==> src/sv/ddm_pkg.sv <==
// Shared types and constants for the decimal digit multiplier.
`timescale 1ns / 1ps

package ddm_pkg;

  // Largest legal decimal digit code
  localparam logic [3:0] DIGIT_MAX = 4'd9;
  localparam logic [3:0] RADIX     = 4'd10;
  // Reciprocal of ten for column values below one hundred: q = (v * 205) >> 11
  localparam logic [7:0] RECIP_TEN   = 8'd205;
  localparam int         RECIP_SHIFT = 11;

  // Sequencer states
  typedef enum logic [3:0] {
    ST_IDLE,
    ST_ROW_RD,
    ST_ROW_LAT,
    ST_STEP_RD,
    ST_STEP_MAC,
    ST_STEP_WR,
    ST_CARRY_WR,
    ST_OUT_RD,
    ST_OUT_SHOW
  } ddm_state_e;

  // Operands for one digit step of the shared multiply-accumulate unit
  typedef struct packed {
    logic [3:0] a;
    logic [3:0] b;
    logic [3:0] p;
    logic [3:0] c;
  } ddm_mac_in_t;

  // Result of one digit step
  typedef struct packed {
    logic [3:0] digit;
    logic [3:0] carry;
  } ddm_mac_out_t;

  // Operand capture status
  typedef struct packed {
    logic complete;
    logic error;
  } ddm_load_status_t;

endpackage

==> src/sv/ddm_ram.sv <==
// Generic single-write, single-read RAM with registered read data.
`timescale 1ns / 1ps

module ddm_ram #(
  parameter int WIDTH  = 4,
  parameter int DEPTH  = 16,
  parameter int ADDR_W = (DEPTH > 1) ? $clog2(DEPTH) : 1
) (
  input  logic              clk_i,
  input  logic              wr_en_i,
  input  logic [ADDR_W-1:0] wr_addr_i,
  input  logic [WIDTH-1:0]  wr_data_i,
  input  logic              rd_en_i,
  input  logic [ADDR_W-1:0] rd_addr_i,
  output logic [WIDTH-1:0]  rd_data_o
);

  logic [WIDTH-1:0] mem_q [DEPTH];
  logic [WIDTH-1:0] rd_data_q;

  always_ff @(posedge clk_i) begin
    if (wr_en_i) begin
      mem_q[wr_addr_i] <= wr_data_i;
    end
    if (rd_en_i) begin
      rd_data_q <= mem_q[rd_addr_i];
    end
  end

  assign rd_data_o = rd_data_q;

endmodule

==> src/sv/ddm_mac.sv <==
// Shared digit multiply-accumulate unit with decimal split.
`timescale 1ns / 1ps

module ddm_mac (
  input  logic                 clk_i,
  input  logic                 en_i,
  input  ddm_pkg::ddm_mac_in_t mac_i,
  output ddm_pkg::ddm_mac_out_t mac_o
);

  import ddm_pkg::*;

  logic [7:0]  prod;
  logic [6:0]  v_d;
  logic [6:0]  v_q;
  logic [14:0] recip;
  logic [3:0]  quot;
  logic [7:0]  tens;

  // v = p + a*b + c, at most 99
  assign prod = mac_i.a * mac_i.b;
  assign v_d  = prod[6:0] + {3'b000, mac_i.p} + {3'b000, mac_i.c};

  always_ff @(posedge clk_i) begin
    if (en_i) begin
      v_q <= v_d;
    end
  end

  // Split the registered column value into digit and carry
  assign recip = v_q * RECIP_TEN;
  assign quot  = recip[RECIP_SHIFT+3:RECIP_SHIFT];
  assign tens  = quot * RADIX;

  assign mac_o.carry = quot;
  assign mac_o.digit = v_q[3:0] - tens[3:0];

endmodule

==> src/sv/ddm_loader.sv <==
// Operand capture: digit counts, completion flags and sticky error.
`timescale 1ns / 1ps

module ddm_loader #(
  parameter int MAX_DIGITS = 16,
  parameter int CW = $clog2(MAX_DIGITS + 1),
  parameter int AW = (MAX_DIGITS > 1) ? $clog2(MAX_DIGITS) : 1
) (
  input  logic                       clk_i,
  input  logic                       rst_ni,
  input  logic                       fire_i,
  input  logic                       func_i,
  input  logic [3:0]                 digit_i,
  input  logic                       operand_end_i,
  input  logic                       clear_i,
  output logic                       wr_first_o,
  output logic                       wr_second_o,
  output logic [AW-1:0]              wr_addr_o,
  output logic [3:0]                 wr_data_o,
  output logic [CW-1:0]              first_count_o,
  output logic [CW-1:0]              second_count_o,
  output ddm_pkg::ddm_load_status_t  status_o
);

  import ddm_pkg::*;

  logic [CW-1:0] f_cnt_q, f_cnt_d, s_cnt_q, s_cnt_d;
  logic          f_done_q, f_done_d, s_done_q, s_done_d;
  logic          err_q, err_d;
  logic          sel_done;
  logic          take;
  logic          room;
  logic          bad_code;
  logic [CW-1:0] cnt;

  assign sel_done = func_i ? s_done_q : f_done_q;
  assign cnt      = func_i ? s_cnt_q : f_cnt_q;
  assign take     = fire_i && !sel_done;
  assign room     = cnt < CW'(MAX_DIGITS);
  assign bad_code = digit_i > DIGIT_MAX;

  // Store write for an accepted digit with room left
  assign wr_first_o  = take && !func_i && room;
  assign wr_second_o = take && func_i && room;
  assign wr_addr_o   = cnt[AW-1:0];
  assign wr_data_o   = bad_code ? 4'd0 : digit_i;

  always_comb begin
    f_cnt_d  = f_cnt_q;
    s_cnt_d  = s_cnt_q;
    f_done_d = f_done_q;
    s_done_d = s_done_q;
    err_d    = err_q;
    if (clear_i) begin
      f_cnt_d  = '0;
      s_cnt_d  = '0;
      f_done_d = 1'b0;
      s_done_d = 1'b0;
      err_d    = 1'b0;
    end else if (take) begin
      if (bad_code || !room) begin
        err_d = 1'b1;
      end
      if (room) begin
        if (func_i) begin
          s_cnt_d = s_cnt_q + 1'b1;
        end else begin
          f_cnt_d = f_cnt_q + 1'b1;
        end
      end
      if (operand_end_i) begin
        if (func_i) begin
          s_done_d = 1'b1;
        end else begin
          f_done_d = 1'b1;
        end
      end
    end
  end

  always_ff @(posedge clk_i or negedge rst_ni) begin
    if (!rst_ni) begin
      f_cnt_q  <= '0;
      s_cnt_q  <= '0;
      f_done_q <= 1'b0;
      s_done_q <= 1'b0;
      err_q    <= 1'b0;
    end else begin
      f_cnt_q  <= f_cnt_d;
      s_cnt_q  <= s_cnt_d;
      f_done_q <= f_done_d;
      s_done_q <= s_done_d;
      err_q    <= err_d;
    end
  end

  assign first_count_o     = f_cnt_q;
  assign second_count_o    = s_cnt_q;
  assign status_o.complete = f_done_q && s_done_q;
  assign status_o.error    = err_q;

endmodule

==> src/sv/decimal_digit_multiplier_core.sv <==
// Top level: schoolbook decimal multiplier with digit stores and step sequencer.
`timescale 1ns / 1ps
//
//  channel | signals                                   | direction
//  --------+-------------------------------------------+----------
//  in      | in_valid_i/in_ready_o, func_i, digit_i,   | input
//          | operand_end_i                             |
//  out     | out_valid_o/out_ready_i, product_digit_o, | output
//          | last_o, bad_input_o                       |
//
//  Each digit transfer takes one cycle while the block is loading.
//  Once both operands are complete the shared multiply-accumulate unit takes each
//  digit pair through read, multiply-accumulate and write states; each multiplier
//  row adds row read, latch and carry write. Output reads, then shows, la+lb digits.
//  Input is not ready from completion until the last product digit transfers;
//  an output stall simply holds the shown digit. No clearing pass after reset.

module decimal_digit_multiplier_core #(
  parameter int MAX_DIGITS = 16
) (
  input  logic       clk_i,
  input  logic       rst_ni,
  input  logic       in_valid_i,
  output logic       in_ready_o,
  input  logic       func_i,
  input  logic [3:0] digit_i,
  input  logic       operand_end_i,
  output logic       out_valid_o,
  input  logic       out_ready_i,
  output logic [3:0] product_digit_o,
  output logic       last_o,
  output logic       bad_input_o
);

  import ddm_pkg::*;

  localparam int CW = $clog2(MAX_DIGITS + 1);
  localparam int AW = (MAX_DIGITS > 1) ? $clog2(MAX_DIGITS) : 1;
  localparam int PW = $clog2(2 * MAX_DIGITS);
  localparam int TW = $clog2(2 * MAX_DIGITS + 1);

  ddm_state_e       state_q, state_d;
  logic [CW-1:0]    i_q, i_d, j_q, j_d;
  logic [PW-1:0]    k_q, k_d;
  logic [3:0]       b_q, b_d;
  logic [3:0]       carry_q, carry_d;

  logic             in_fire;
  logic             clear;
  logic             wr_first, wr_second;
  logic [AW-1:0]    ld_addr;
  logic [3:0]       ld_data;
  logic [CW-1:0]    la, lb;
  logic [TW-1:0]    total;
  ddm_load_status_t status;

  logic             a_rd_en, b_rd_en, p_rd_en, p_wr_en, mac_en;
  logic [CW-1:0]    a_idx, b_idx;
  logic [AW-1:0]    a_rd_addr, b_rd_addr;
  logic [PW-1:0]    p_rd_addr, p_wr_addr;
  logic [3:0]       p_wr_data;
  logic [3:0]       a_rdata, b_rdata, p_rdata;
  logic [TW-1:0]    out_idx;
  logic             last_row, last_col, last_out;
  ddm_mac_in_t      mac_in;
  ddm_mac_out_t     mac_out;

  assign in_ready_o = (state_q == ST_IDLE) && !status.complete;
  assign in_fire    = in_valid_i && in_ready_o;
  assign total      = TW'(la) + TW'(lb);

  ddm_loader #(
    .MAX_DIGITS (MAX_DIGITS)
  ) u_loader (
    .clk_i          (clk_i),
    .rst_ni         (rst_ni),
    .fire_i         (in_fire),
    .func_i         (func_i),
    .digit_i        (digit_i),
    .operand_end_i  (operand_end_i),
    .clear_i        (clear),
    .wr_first_o     (wr_first),
    .wr_second_o    (wr_second),
    .wr_addr_o      (ld_addr),
    .wr_data_o      (ld_data),
    .first_count_o  (la),
    .second_count_o (lb),
    .status_o       (status)
  );

  // Digit stores, least significant digit at the highest filled address
  ddm_ram #(.WIDTH(4), .DEPTH(MAX_DIGITS), .ADDR_W(AW)) u_first_ram (
    .clk_i     (clk_i),
    .wr_en_i   (wr_first),
    .wr_addr_i (ld_addr),
    .wr_data_i (ld_data),
    .rd_en_i   (a_rd_en),
    .rd_addr_i (a_rd_addr),
    .rd_data_o (a_rdata)
  );

  ddm_ram #(.WIDTH(4), .DEPTH(MAX_DIGITS), .ADDR_W(AW)) u_second_ram (
    .clk_i     (clk_i),
    .wr_en_i   (wr_second),
    .wr_addr_i (ld_addr),
    .wr_data_i (ld_data),
    .rd_en_i   (b_rd_en),
    .rd_addr_i (b_rd_addr),
    .rd_data_o (b_rdata)
  );

  // Product store, index 0 is the least significant digit
  ddm_ram #(.WIDTH(4), .DEPTH(2 * MAX_DIGITS), .ADDR_W(PW)) u_prod_ram (
    .clk_i     (clk_i),
    .wr_en_i   (p_wr_en),
    .wr_addr_i (p_wr_addr),
    .wr_data_i (p_wr_data),
    .rd_en_i   (p_rd_en),
    .rd_addr_i (p_rd_addr),
    .rd_data_o (p_rdata)
  );

  // Column i+j reads as zero on the first row, so no clearing is needed
  assign mac_in.a = a_rdata;
  assign mac_in.b = b_q;
  assign mac_in.p = (j_q == '0) ? 4'd0 : p_rdata;
  assign mac_in.c = carry_q;

  ddm_mac u_mac (
    .clk_i (clk_i),
    .en_i  (mac_en),
    .mac_i (mac_in),
    .mac_o (mac_out)
  );

  // Addresses
  assign a_idx     = la - 1'b1 - i_q;
  assign b_idx     = lb - 1'b1 - j_q;
  assign a_rd_addr = a_idx[AW-1:0];
  assign b_rd_addr = b_idx[AW-1:0];
  assign out_idx   = total - 1'b1 - TW'(k_q);
  assign last_col  = (i_q == la - 1'b1);
  assign last_row  = (j_q == lb - 1'b1);
  assign last_out  = (TW'(k_q) == total - 1'b1);

  // Sequencer: next state and datapath controls
  always_comb begin
    state_d   = state_q;
    i_d       = i_q;
    j_d       = j_q;
    k_d       = k_q;
    b_d       = b_q;
    carry_d   = carry_q;
    a_rd_en   = 1'b0;
    b_rd_en   = 1'b0;
    p_rd_en   = 1'b0;
    p_wr_en   = 1'b0;
    mac_en    = 1'b0;
    clear     = 1'b0;
    p_rd_addr = PW'(i_q) + PW'(j_q);
    p_wr_addr = PW'(i_q) + PW'(j_q);
    p_wr_data = mac_out.digit;
    case (state_q)
      ST_IDLE: begin
        if (status.complete) begin
          i_d     = '0;
          j_d     = '0;
          state_d = ST_ROW_RD;
        end
      end
      ST_ROW_RD: begin
        b_rd_en = 1'b1;
        state_d = ST_ROW_LAT;
      end
      ST_ROW_LAT: begin
        b_d     = b_rdata;
        carry_d = 4'd0;
        state_d = ST_STEP_RD;
      end
      ST_STEP_RD: begin
        a_rd_en = 1'b1;
        p_rd_en = 1'b1;
        state_d = ST_STEP_MAC;
      end
      ST_STEP_MAC: begin
        mac_en  = 1'b1;
        state_d = ST_STEP_WR;
      end
      ST_STEP_WR: begin
        p_wr_en = 1'b1;
        carry_d = mac_out.carry;
        if (last_col) begin
          state_d = ST_CARRY_WR;
        end else begin
          i_d     = i_q + 1'b1;
          state_d = ST_STEP_RD;
        end
      end
      ST_CARRY_WR: begin
        // Row carry lands in a column no earlier row has reached
        p_wr_en   = 1'b1;
        p_wr_addr = PW'(la) + PW'(j_q);
        p_wr_data = carry_q;
        i_d       = '0;
        if (last_row) begin
          k_d     = '0;
          state_d = ST_OUT_RD;
        end else begin
          j_d     = j_q + 1'b1;
          state_d = ST_ROW_RD;
        end
      end
      ST_OUT_RD: begin
        p_rd_en   = 1'b1;
        p_rd_addr = out_idx[PW-1:0];
        state_d   = ST_OUT_SHOW;
      end
      ST_OUT_SHOW: begin
        if (out_ready_i) begin
          if (last_out) begin
            clear   = 1'b1;
            state_d = ST_IDLE;
          end else begin
            k_d     = k_q + 1'b1;
            state_d = ST_OUT_RD;
          end
        end
      end
      default: begin
        state_d = ST_IDLE;
      end
    endcase
  end

  always_ff @(posedge clk_i or negedge rst_ni) begin
    if (!rst_ni) begin
      state_q <= ST_IDLE;
      i_q     <= '0;
      j_q     <= '0;
      k_q     <= '0;
    end else begin
      state_q <= state_d;
      i_q     <= i_d;
      j_q     <= j_d;
      k_q     <= k_d;
    end
  end

  // Datapath registers
  always_ff @(posedge clk_i) begin
    b_q     <= b_d;
    carry_q <= carry_d;
  end

  // Result channel
  assign out_valid_o     = (state_q == ST_OUT_SHOW);
  assign product_digit_o = p_rdata;
  assign last_o          = last_out;
  assign bad_input_o     = status.error;

  // Checks
  a_no_overlap: assert property (@(posedge clk_i) disable iff (!rst_ni)
    out_valid_o |-> !in_ready_o)
    else $error("input ready while a product digit is shown");

  a_digit_range: assert property (@(posedge clk_i) disable iff (!rst_ni)
    out_valid_o |-> (product_digit_o <= DIGIT_MAX))
    else $error("product digit above nine");

  a_carry_range: assert property (@(posedge clk_i) disable iff (!rst_ni)
    (state_q == ST_STEP_WR) |-> (mac_out.carry <= DIGIT_MAX))
    else $error("column carry above nine");

  a_back_to_idle: assert property (@(posedge clk_i) disable iff (!rst_ni)
    (out_valid_o && out_ready_i && last_o) |=> in_ready_o)
    else $error("not ready for new operands after the last product digit");

endmodule
==> config.mk <==
export PLATFORM = sky130hd
export DESIGN_NAME = decimal_digit_multiplier_core
export DESIGN_NICKNAME = d
export VERILOG_FILES = /design/src/sv/ddm_pkg.sv /design/src/sv/ddm_ram.sv /design/src/sv/ddm_mac.sv /design/src/sv/ddm_loader.sv /design/src/sv/decimal_digit_multiplier_core.sv
export SDC_FILE = /design/constraint.sdc
export NUM_CORES = 1
export LEC_CHECK = 0
export ABC_CLOCK_PERIOD_IN_PS = 7100
export CAP_MARGIN = 25
export CORE_MARGIN = 5
export CORE_UTILIZATION = 64
export CTS_BUF_LIST = sky130_fd_sc_hd__clkbuf_16
export DETAILED_ROUTE_END_ITERATION = 8
export DONT_BUFFER_PORTS = 1
export PLACE_DENSITY_LB_ADDON = 0.3
export SYNTH_ARGS = -nofsm -noshare
export SYNTH_HDL_FRONTEND = slang
export SYNTH_SLANG_ARGS = --single-unit
==> constraint.sdc <==
create_clock -name clk_i -period 7.1 [get_ports clk_i]
set_input_delay 0.355 -clock clk_i [delete_from_list [all_inputs] [get_ports clk_i]]
set_output_delay 0.355 -clock clk_i [all_outputs]
set_load 0.01 [all_outputs]
==> results of run 1 <==
[cells in the mapped netlist (13+ instances only)]
cell	n
a21oi_1	22
and2_1	15
clkbuf_1	15
dfrtp_1	32
edfxtp_1	283
fa_1	26
ha_1	81
inv_1	74
mux2_2	14
mux2i_1	58
mux4_2	57
nand2_1	59
nand4_1	13
nor2_1	112
nor3_1	15
o21ai_0	21
xnor2_1	30
xor2_1	19
[layer usage]
metal / vias up / GRT usage [%] / wire length (um) / part of all wire [%]
met5: - / 0 / 0 / 0
met4: 0 / 6.743 / 859 / 2.7
met3: 55 / 3.023 / 1801 / 5.7
met2: 330 / 39.97 / 16270 / 52
met1: 4389 / 30.50 / 12480 / 40
li1: 3971 / - / - / -
[worst max path at each step]
stage	from	end	slack (ns)
after floorplan	u_mac.v_q[4]	u_prod_ram.mem_q[0][3]	1.60
after global placement	u_mac.v_q[4]	u_prod_ram.mem_q[28][3]	1.47
after detailed placement	u_mac.v_q[4]	u_prod_ram.mem_q[31][3]	1.80
after CTS	u_mac.v_q[4]	u_prod_ram.mem_q[4][3]	1.77
after global routing	u_mac.v_q[4]	u_prod_ram.mem_q[5][3]	1.48
final	u_mac.v_q[4]	u_prod_ram.mem_q[6][3]	1.79
[final cells by class]
cell class              count  area share [%]
flip-flops and latches    315           54.33
repair buffers             21           1.623
clock buffers              30           4.386
inverters                  74           1.623
multi-input cells         633           34.31
well taps                 324           2.368
clock inverters            26           1.367
[metrics by stage]
stage	hold WS, ns	power, mW	utilization [%]	area [um2]
2_1_floorplan	0.05941	5.262	-	15570
3_3_place_gp	0.06279	6.055	65.96	15900
3_5_place_dp	0.06341	6.492	66.37	16000
4_1_cts	0.02907	8.100	70.75	17050
5_1_grt	0.04235	8.524	71.01	17120
6_report	0.05908	8.085	71.01	17120
[sequential cells by signal, indices dropped and copies added, names as in the netlist]
signal,flops
j_q,5
k_q,5
b_q,4
u_first_ram.rd_data_o,4
u_loader.s_done_q,1
u_prod_ram.mem_q,128
u_first_ram.mem_q,64
u_loader.err_q,1
state_q,4
carry_q,4
u_second_ram.rd_data_o,4
u_prod_ram.rd_data_o,4
u_loader.first_count_o,5
u_second_ram.mem_q,64
i_q,5
u_loader.second_count_o,5
u_loader.f_done_q,1
u_mac.v_q,7
[where the power goes]
part	switching [mW]	leakage, nW	internal, mW
Clock	0.690	0.475	0.885
Sequential	0.123	2.77	3.12
Combinational	2.01	3.09	1.26
Total	2.82	6.34	5.26
[timing repair]
item | 4_1_cts | 5_1_grt
hold endpoints to repair | 35 | 0
endpoints found under the setup margin | 0 | 0
hold buffers | 6 | 0
gates resized for setup | 0 | 0
[cells by family after synthesis]
logic type	Yosys count	synth area share [%]
DFF	315	59.72
adders and majority gates	107	9.852
buffers and inverters	109	2.869
and+or+nand+nor	252	7.377
muxes	132	13.33
xor gates and xnor gates	51	3.054
AOI/OAI and AO/OA	91	3.793
==> run metrics, run 1 <==
total CTS buffers=30; Final Critical Period=5.314 ns; critical path depth=19; worst reg2reg startpoint=u_mac.v_q[4]; final worst setup slack=1.786 ns; final wirelength=31.41 mm; dpl ws=1.797 ns; commonest non-fill, non-tap cells in the layout=283 x edfxtp_1, 112 x nor2_1, 81 x ha_1, 77 x inv_1, 59 x nand2_1; hold_sp=digit_i[3]; fill count=1559; sequential area share after synthesis=59.72%; nets@finish=1192; total die area=27550 um2; ranking of synthesized cells by area=edfxtp_1 55%, mux4_2 8.2%, ha_1 6.5%, dfrtp_1 5.1%, mux2i_1 3.7%; Slew Limit Fails=0; post-route setup TNS=0 ns; DRC violations left=0; Skew-Pair Late Insertion Delay=0.58 ns; Initial Util=64.59%; H-tree depth=1; antenna-violating nets left=0; worst-case reg-to-reg path depth=19; Longest Clk Path Bufs=3; R2R Path End=u_prod_ram.mem_q[6][3]; Crit path buffers/inverters=4; Avg Vias per Cell=6.145; Worst Tran Pin Value=1.052 ns; placed cell count=1358; Core Region=24110 um2; crit-path max cell delay=0.51 ns; first-pass GRT wire length=49.66 mm; Synth Net Count=1174; hold depth=1; port buffer count=0; Startpoint Class=flip-flop; Reg2Reg Setup Slack=1.79 ns; Static Leak=6.340 nW; Hold EP=u_first_ram.mem_q[0][1]; critical-path maximum fanout=24; Power Density=472.3 nW/um2; Worst slew margin=29.51%; Main synth FF type=edfxtp_1; Post-Syn Instances=1057; status=complete, no violations; Setup Skew=0.02859 ns; # clock sinks=315; maximum vdd drop=0.0006831 V; crit end category=flip-flop; synthesis-stage register bit count=315; DR WL/cell=22.07 um; Worst EP required=7.50 ns; DP Wirelength=21.74 mm; Synth Warn #=0; critical path, cell by cell=ha_1, ha_1, fa_1, inv_1, fa_1, inv_1, ha_1, a21oi_1, a211oi_1, o41a_1, a21oi_1, ha_1, inv_1, fa_1, xor2_1, xnor2_1, xnor2_1, a21oi_2, buf_8; Top delay family on crit path=adder cells; Setup Fix Bufs, Post-CTS=0; multi-input logic area=5872 um2; Hold Violations, Final=0; CTS tree=built; gpl congestion=0.8809; Max Cap Viol=0; type of the worst setup path=reg2reg; Critical Path Most Common Cell=ha_1; RSZ-0062 raised after global routing=false; register area=9299 um2; CP max-delay cell=fa_1; First-pass DRT Iterations=5; Crit path arrival time=5.71 ns; period utilization=74.85%; Die Width=166.0 um; root buf cell=clkbuf_16; largest net degree at the start of global routing=39; post-synthesis cell type count=54; post-synth top area cell=edfxtp_1; f_max=188.2 MHz; Finished Layout Cells=1423; die height=166.0 um; Synth top area share=54.58%; Clock transition at path regs=0.06 ns; ANT cells=0; gr ovfl total=0; Vias=8745; initial antenna violation count=0; Area growth syn-to-layout=9.932%; io pins=18; ys async rst share=10.16%; Avg Inst Size Synth=14.73 um2; most common library cell in the layout ignoring fill and taps=edfxtp_1; Post-synth EDFFs=283; Post-Syn Area=15570 um2; Finish-stage setup viols=0; # rows=57; DR iter-0 viols=772; layout cells sized above 1=13.47%; vias in the first global route=8929; Hold Crit Class=in2reg; Tot GR Track Use=22.89%
Note: power is estimated with default switching activity, not from simulation.
==> run 2, diff against run 1 <==
--- a/config.mk
+++ b/config.mk
@@ -5,10 +5,11 @@
 export SDC_FILE = /design/constraint.sdc
 export NUM_CORES = 1
 export LEC_CHECK = 0
-export ABC_CLOCK_PERIOD_IN_PS = 7100
+export ABC_AREA = 1
+export ABC_CLOCK_PERIOD_IN_PS = 4600
 export CAP_MARGIN = 25
 export CORE_MARGIN = 5
-export CORE_UTILIZATION = 64
+export CORE_UTILIZATION = 58
 export CTS_BUF_LIST = sky130_fd_sc_hd__clkbuf_16
 export DETAILED_ROUTE_END_ITERATION = 8
 export DONT_BUFFER_PORTS = 1
==> constraint.sdc (replaced) <==
create_clock -name clk_i -period 4.6 [get_ports clk_i]
set_input_delay 0.23 -clock clk_i [delete_from_list [all_inputs] [get_ports clk_i]]
set_output_delay 0.23 -clock clk_i [all_outputs]
set_load 0.01 [all_outputs]
==> run 2 against run 1 <==
Utilization is 5.6 points lower. Synthesized cell count increased by 54%. First-iteration DRC count increased by 26%. Global-route usage down 0.96 points. Clock skew is 0.0052 ns lower. Highest routed layer unchanged. Die area increased by 14%.
==> run metrics, run 2 <==
gr ovfl total=0; DR iter-0 viols=973; R2R Path End=u_prod_ram.mem_q[5][3]; Die Width=177.5 um; DR WL/cell=16.69 um; final wirelength=34.23 mm; layout cells sized above 1=8.254%; worst reg2reg startpoint=u_mac.v_q[5]; most numerous cell in the Yosys netlist=nand2_1; # rows=61; total CTS buffers=35; Finish-stage setup viols=0; ranking of synthesized cells by area=edfxtp_1 52%, nand2_1 8.2%, ha_1 6.2%, inv_1 5.0%, dfrtp_1 4.9%; commonest non-fill, non-tap cells in the layout=349 x nand2_1, 283 x edfxtp_1, 223 x inv_1, 208 x nor2_1, 107 x nand3_1; Longest Clk Path Bufs=3; DRC violations left=0; hold_sp=out_ready_i; worst-case reg-to-reg path depth=24; antenna-violating nets left=0; Final Critical Period=4.517 ns; final hold slack=0.02500 ns; most common library cell in the layout ignoring fill and taps=nand2_1; Crit path arrival time=4.78 ns; Skew-Pair Late Insertion Delay=0.52 ns; DP Wirelength=23.72 mm; First-pass DRT Iterations=8; Startpoint Class=flip-flop; io pins=18; Hold Crit Class=in2reg; port buffer count=0; Synth Warn #=0; Post-synth top cells=357 x nand2_1, 283 x edfxtp_1, 218 x inv_1; nets@finish=1764; fin util=65.37%; Worst slew margin=33.53%; f_max=221.4 MHz; Avg Vias per Cell=5.432; Setup Skew=0.02344 ns; Area growth syn-to-layout=11.59%; # clock sinks=315; vias in the first global route=11060; Max Cap Viol=0; gpl congestion=0.8745; Reg2Reg Setup Slack=0.08 ns; H-tree depth=2; period utilization=98.19%; synthesis-stage register bit count=315; first-pass GRT wire length=55.14 mm; Main synth FF type=edfxtp_1; ys async rst share=10.16%; Worst EP required=4.86 ns; largest net degree at the start of global routing=45; CP startpoint=u_mac.v_q[5]; Clock transition at path regs=0.06 ns; post-route setup TNS=0 ns; Hold Violations, Final=0; Avg Inst Size Synth=10.03 um2; Post-Syn Instances=1623; type of the worst setup path=reg2reg; CTS tree=built; Worst Tran Pin Value=0.9959 ns; post-synth top area cell=edfxtp_1; Post-synth EDFFs=283; sequential area share after synthesis=57.14%; post-synthesis cell type count=40; Post-Syn Area=16270 um2; crit end category=flip-flop; Initial Util=58.58%; critical-path maximum fanout=8; max reg flops=128; Vias=11140; Core Region=27780 um2; Synth Net Count=1740; Synth top area share=52.22%; initial antenna violation count=1; Slew Limit Fails=0; top flop regs=u_prod_ram.mem_q: 128 flops, u_first_ram.mem_q: 64 flops, u_second_ram.mem_q: 64 flops; Hold EP=state_q[3]; Tot GR Track Use=21.92%; root buf cell=clkbuf_16; die height=177.5 um; status=complete, no violations; total die area=31510 um2; RSZ-0062 raised after global routing=true; hold depth=3; largest register by flop count=u_prod_ram.mem_q
[run 2: changes by cell type in the layout (fill, tap and decap cells not counted), moves of 14 or more]
cell / before / now
nand2_1: 59 / 349
inv_1: 77 / 223
nand3_1: 9 / 107
nor2_1: 112 / 208
mux4_2: 57 / 0
o21ai_0: 20 / 77
mux2i_1: 56 / 8
o32ai_1: 0 / 24
buf_4: 8 / 25
and2_1: 15 / 1
[run 2: worst max path at each step]
stage	to	slack, ns	cells after the start
2_1_floorplan	u_prod_ram.mem_q[0][3]	0.04	26
3_3_place_gp	u_prod_ram.mem_q[4][3]	0.03	26
3_5_place_dp	u_prod_ram.mem_q[29][3]	0.009	26
4_1_cts	u_prod_ram.mem_q[26][3]	0.01	26
5_1_grt	u_prod_ram.mem_q[5][3]	-0.10	24
6_report	u_prod_ram.mem_q[5][3]	0.08	24
[run 2: area by class of cell]
cell class                      count  area, um2
Sequential cell                   315       9299
Clock inverter                     27      167.7
Inverter                          221      829.5
Tap cell                          378      473.0
Antenna cell                        1      2.502
Fill cell                        2142       9622
Timing Repair Buffer               37      391.6
Clock buffer                       35      875.8
Multi-Input combinational cell   1037       6121
[run 2: critical path, cell delays in order (launching register included)]
cell	delay (ns)
edfxtp_1	0.45
inv_1	0.07
ha_1	0.29
inv_2	0.05
fa_2	0.39
fa_1	0.47
ha_4	0.30
ha_4	0.20
a21oi_2	0.17
o21a_1	0.19
nand2_2	0.07
nand2_2	0.08
nand2_2	0.07
inv_2	0.07
ha_4	0.12
inv_2	0.04
fa_2	0.40
xor2_2	0.19
inv_1	0.07
nand3_2	0.07
nand2_1	0.06
nand2_1	0.06
nand3_2	0.08
nand2_4	0.12
clkbuf_16	0.18
[run 2: timing repair]
item,4_1_cts,5_1_grt
hold buffers,5,0
hold endpoints to repair,35,0
pin swaps,1,24
setup buffers,0,5
gates resized for setup,0,36
gates cloned,0,3
setup endpoints to repair,4,64
[run 2: routing by layer]
| layer | global-route usage [%] | share of wire [%] |
|---|---|---|
| met1 | 28.23 | 41 |
| met2 | 38.08 | 50 |
| met3 | 3.536 | 6.1 |
| met4 | 7.348 | 2.8 |
| met5 | 0 | 0 |
[run 2: logic make-up after synthesis]
family                   Yosys count  share of synthesized area (%)
AO/OA/AOI/OAI                    163                          5.843
XOR/XNOR                          48                          2.583
adder cells (fa/ha/maj)          107                          9.426
buffers and inverters            271                          6.558
flip-flops                       315                          57.14
multiplexers                      12                         0.7688
AND/OR/NAND/NOR                  707                          17.68
[run 2: per-stage QoR]
step	instance area (um2)	cells	worst slack [ns]
after floorplan	16270	1623	0.04466
after global placement	16710	1972	0.03141
after detailed placement	16730	1973	0.008758
after CTS	17830	2040	0.01490
after global routing	18160	2051	-0.1011
final	18160	2051	0.08311
Power of run 2 is not shown: default switching activity piles up to over one toggle a cycle in this logic, so the estimate is an artifact.
==> run 3, diff against run 2 <==
--- a/config.mk
+++ b/config.mk
@@ -8,6 +8,7 @@
 export ABC_AREA = 1
 export ABC_CLOCK_PERIOD_IN_PS = 4600
 export CAP_MARGIN = 25
+export CORE_ASPECT_RATIO = 0.7
 export CORE_MARGIN = 5
 export CORE_UTILIZATION = 58
 export CTS_BUF_LIST = sky130_fd_sc_hd__clkbuf_16
==> run 3 against run 2 <==
The run now ends with setup timing left. Critical path depth shrank 1. Cell count grew 0.49%. First-iteration DRC count grew 52%. Hold slack gained 0.089 ns. Clock skew shrank 0.0085 ns. Count of clock-buffer cells in the layout shrank 4. Via count grew 3.1%. Maximum frequency shrank 2.3%.
==> run metrics, run 3 (synthesized netlist as in run 2, its figures left out) <==
critical-path maximum fanout=8; Tot GR Track Use=23.62%; largest net degree at the start of global routing=46; Finish-stage setup viols=16; DP Wirelength=24.98 mm; crit-path max cell delay=0.48 ns; top flop regs=u_prod_ram.mem_q: 128 flops, u_first_ram.mem_q: 64 flops, u_second_ram.mem_q: 64 flops; fill count=2090; gpl congestion=0.9057; Startpoint Class=flip-flop; Clock transition at path regs=0.06 ns; # clock sinks=315; final worst setup slack=-0.02131 ns; Vias=11490; nets@finish=1780; Reg2Reg Setup Slack=-0.02 ns; CTS tree=built; worst reg2reg startpoint=u_mac.v_q[6]; total CTS buffers=31; Final Critical Period=4.621 ns; Core Region=27760 um2; port buffer count=0; Area growth syn-to-layout=12.02%; type of the worst setup path=reg2reg; total die area=31560 um2; initial antenna violation count=2; DR WL/cell=18.01 um; Setup Skew=0.01493 ns; crit end category=flip-flop; max reg flops=128; met3 wire len=4.150 mm; io pins=18; antenna-violating nets left=0; Critical Path Most Common Cell=buf_4; Longest Clk Path Bufs=3; Finished Layout Cells=2061; CP max-delay cell=fa_1; max layer used=met4; Hold Crit Class=in2reg; met2 wire len=15.53 mm; Crit path arrival time=4.95 ns; gr ovfl total=0; first-pass GRT wire length=59.17 mm; placed cell count=1968; hold_sp=in_valid_i; Max Cap Viol=0; Hold EP=u_loader.first_count_o[1]; status=finished, violations left; final wirelength=37.12 mm; First-pass DRT Iterations=6; commonest non-fill, non-tap cells in the layout=349 x nand2_1, 283 x edfxtp_1, 224 x inv_1, 208 x nor2_1, 108 x nand3_1; root buf cell=clkbuf_16; Hold Violations, Final=0; Worst EP required=4.93 ns; worst-case reg-to-reg path depth=23; Slew Limit Fails=0; layout cells sized above 1=8.709%; failing checks=setup timing; hold depth=5; Worst Tran Pin Value=1.001 ns; R2R Path End=u_prod_ram.mem_q[17][3]; largest register by flop count=u_prod_ram.mem_q; Met1 Wirelength=16.79 mm; Skew-Pair Late Insertion Delay=0.57 ns; most common library cell in the layout ignoring fill and taps=nand2_1; Initial Util=58.63%; critical path, cell by cell=ha_1, inv_1, fa_1, fa_1, ha_1, ha_1, nand2_2, o21a_1, nand2_2, nand2_2, buf_4, buf_4, buf_4, buf_4, buf_4, buf_4, buf_4, buf_4, nand3_2, nand3_1, nand3_2, nand2_4, clkbuf_16; period utilization=100.5%; H-tree depth=1; RSZ-0062 raised after global routing=true; Die Width=210.2 um; fin util=65.68%; DR iter-0 viols=1476; DRC violations left=0; die height=150.2 um; Avg Vias per Cell=5.573; # rows=51; Worst slew margin=33.03%; vias in the first global route=10860; f_max=216.4 MHz
run 3: worst max path at each step:
stage | start | endpoint | slack [ns]
finish | u_mac.v_q[6] | u_prod_ram.mem_q[17][3] | -0.02
floorplan | u_mac.v_q[4] | u_prod_ram.mem_q[0][3] | 0.04
detailed placement | u_mac.v_q[4] | u_prod_ram.mem_q[5][3] | -0.05
global route | u_mac.v_q[5] | u_prod_ram.mem_q[22][3] | -0.20
CTS | u_mac.v_q[4] | u_prod_ram.mem_q[10][3] | 0.03
global placement | u_mac.v_q[4] | u_prod_ram.mem_q[13][3] | 0.06
run 3: final cells by class:
| cell class | instances | area (um2) | area share, % |
|---|---|---|---|
| Clock inverter | 27 | 209.0 | 1.146 |
| Antenna cell | 2 | 5.005 | 0.02745 |
| Timing Repair Buffer | 57 | 560.5 | 3.075 |
| Inverter | 221 | 829.5 | 4.550 |
| Multi-Input combinational cell | 1037 | 6088 | 33.40 |
| Clock buffer | 31 | 775.7 | 4.255 |
| Tap cell | 371 | 464.2 | 2.546 |
| Sequential cell | 315 | 9299 | 51.01 |
run 3: metrics by stage:
| stage | area, um2 | TNS, ns | worst slack, ns | hold WS [ns] |
|---|---|---|---|---|
| 2_1_floorplan | 16270 | 0 | 0.04466 | -0.06559 |
| 3_3_place_gp | 16720 | 0 | 0.06223 | -0.06368 |
| 3_5_place_dp | 16720 | -1.670 | -0.05312 | -0.06365 |
| 4_1_cts | 18030 | 0 | 0.03392 | 0.09735 |
| 5_1_grt | 18230 | -5.731 | -0.1960 | 0.1302 |
| 6_report | 18230 | -0.2435 | -0.02131 | 0.1139 |
run 3: what timing repair did:
action	in CTS	in global routing
pin swaps	7	15
hold buffers	6	0
setup buffers	18	4
endpoints found under the hold margin	37	0
gates cloned	2	1
endpoints found under the setup margin	32	64
resized for setup	13	15
run 3: critical path: cells and delay by family, from the launching register on:
kind | cells | cell delay [ns]
buffers and inverters | 10 | 1.23
adder cells (fa/ha/maj) | 5 | 1.85
flip-flops | 1 | 0.46
AO/OA/AOI/OAI | 1 | 0.19
AND/OR/NAND/NOR | 7 | 0.62
run 3: routing by layer:
| layer | global-route usage [%] | vias up |
|---|---|---|
| met2 | 33.75 | 506 |
| met1 | 37.48 | 5450 |
| met5 | 0 | - |
| met4 | 4.304 | 0 |
| met3 | 5.457 | 48 |
| li1 | - | 5482 |
Power of run 3 is left out for the same reason.
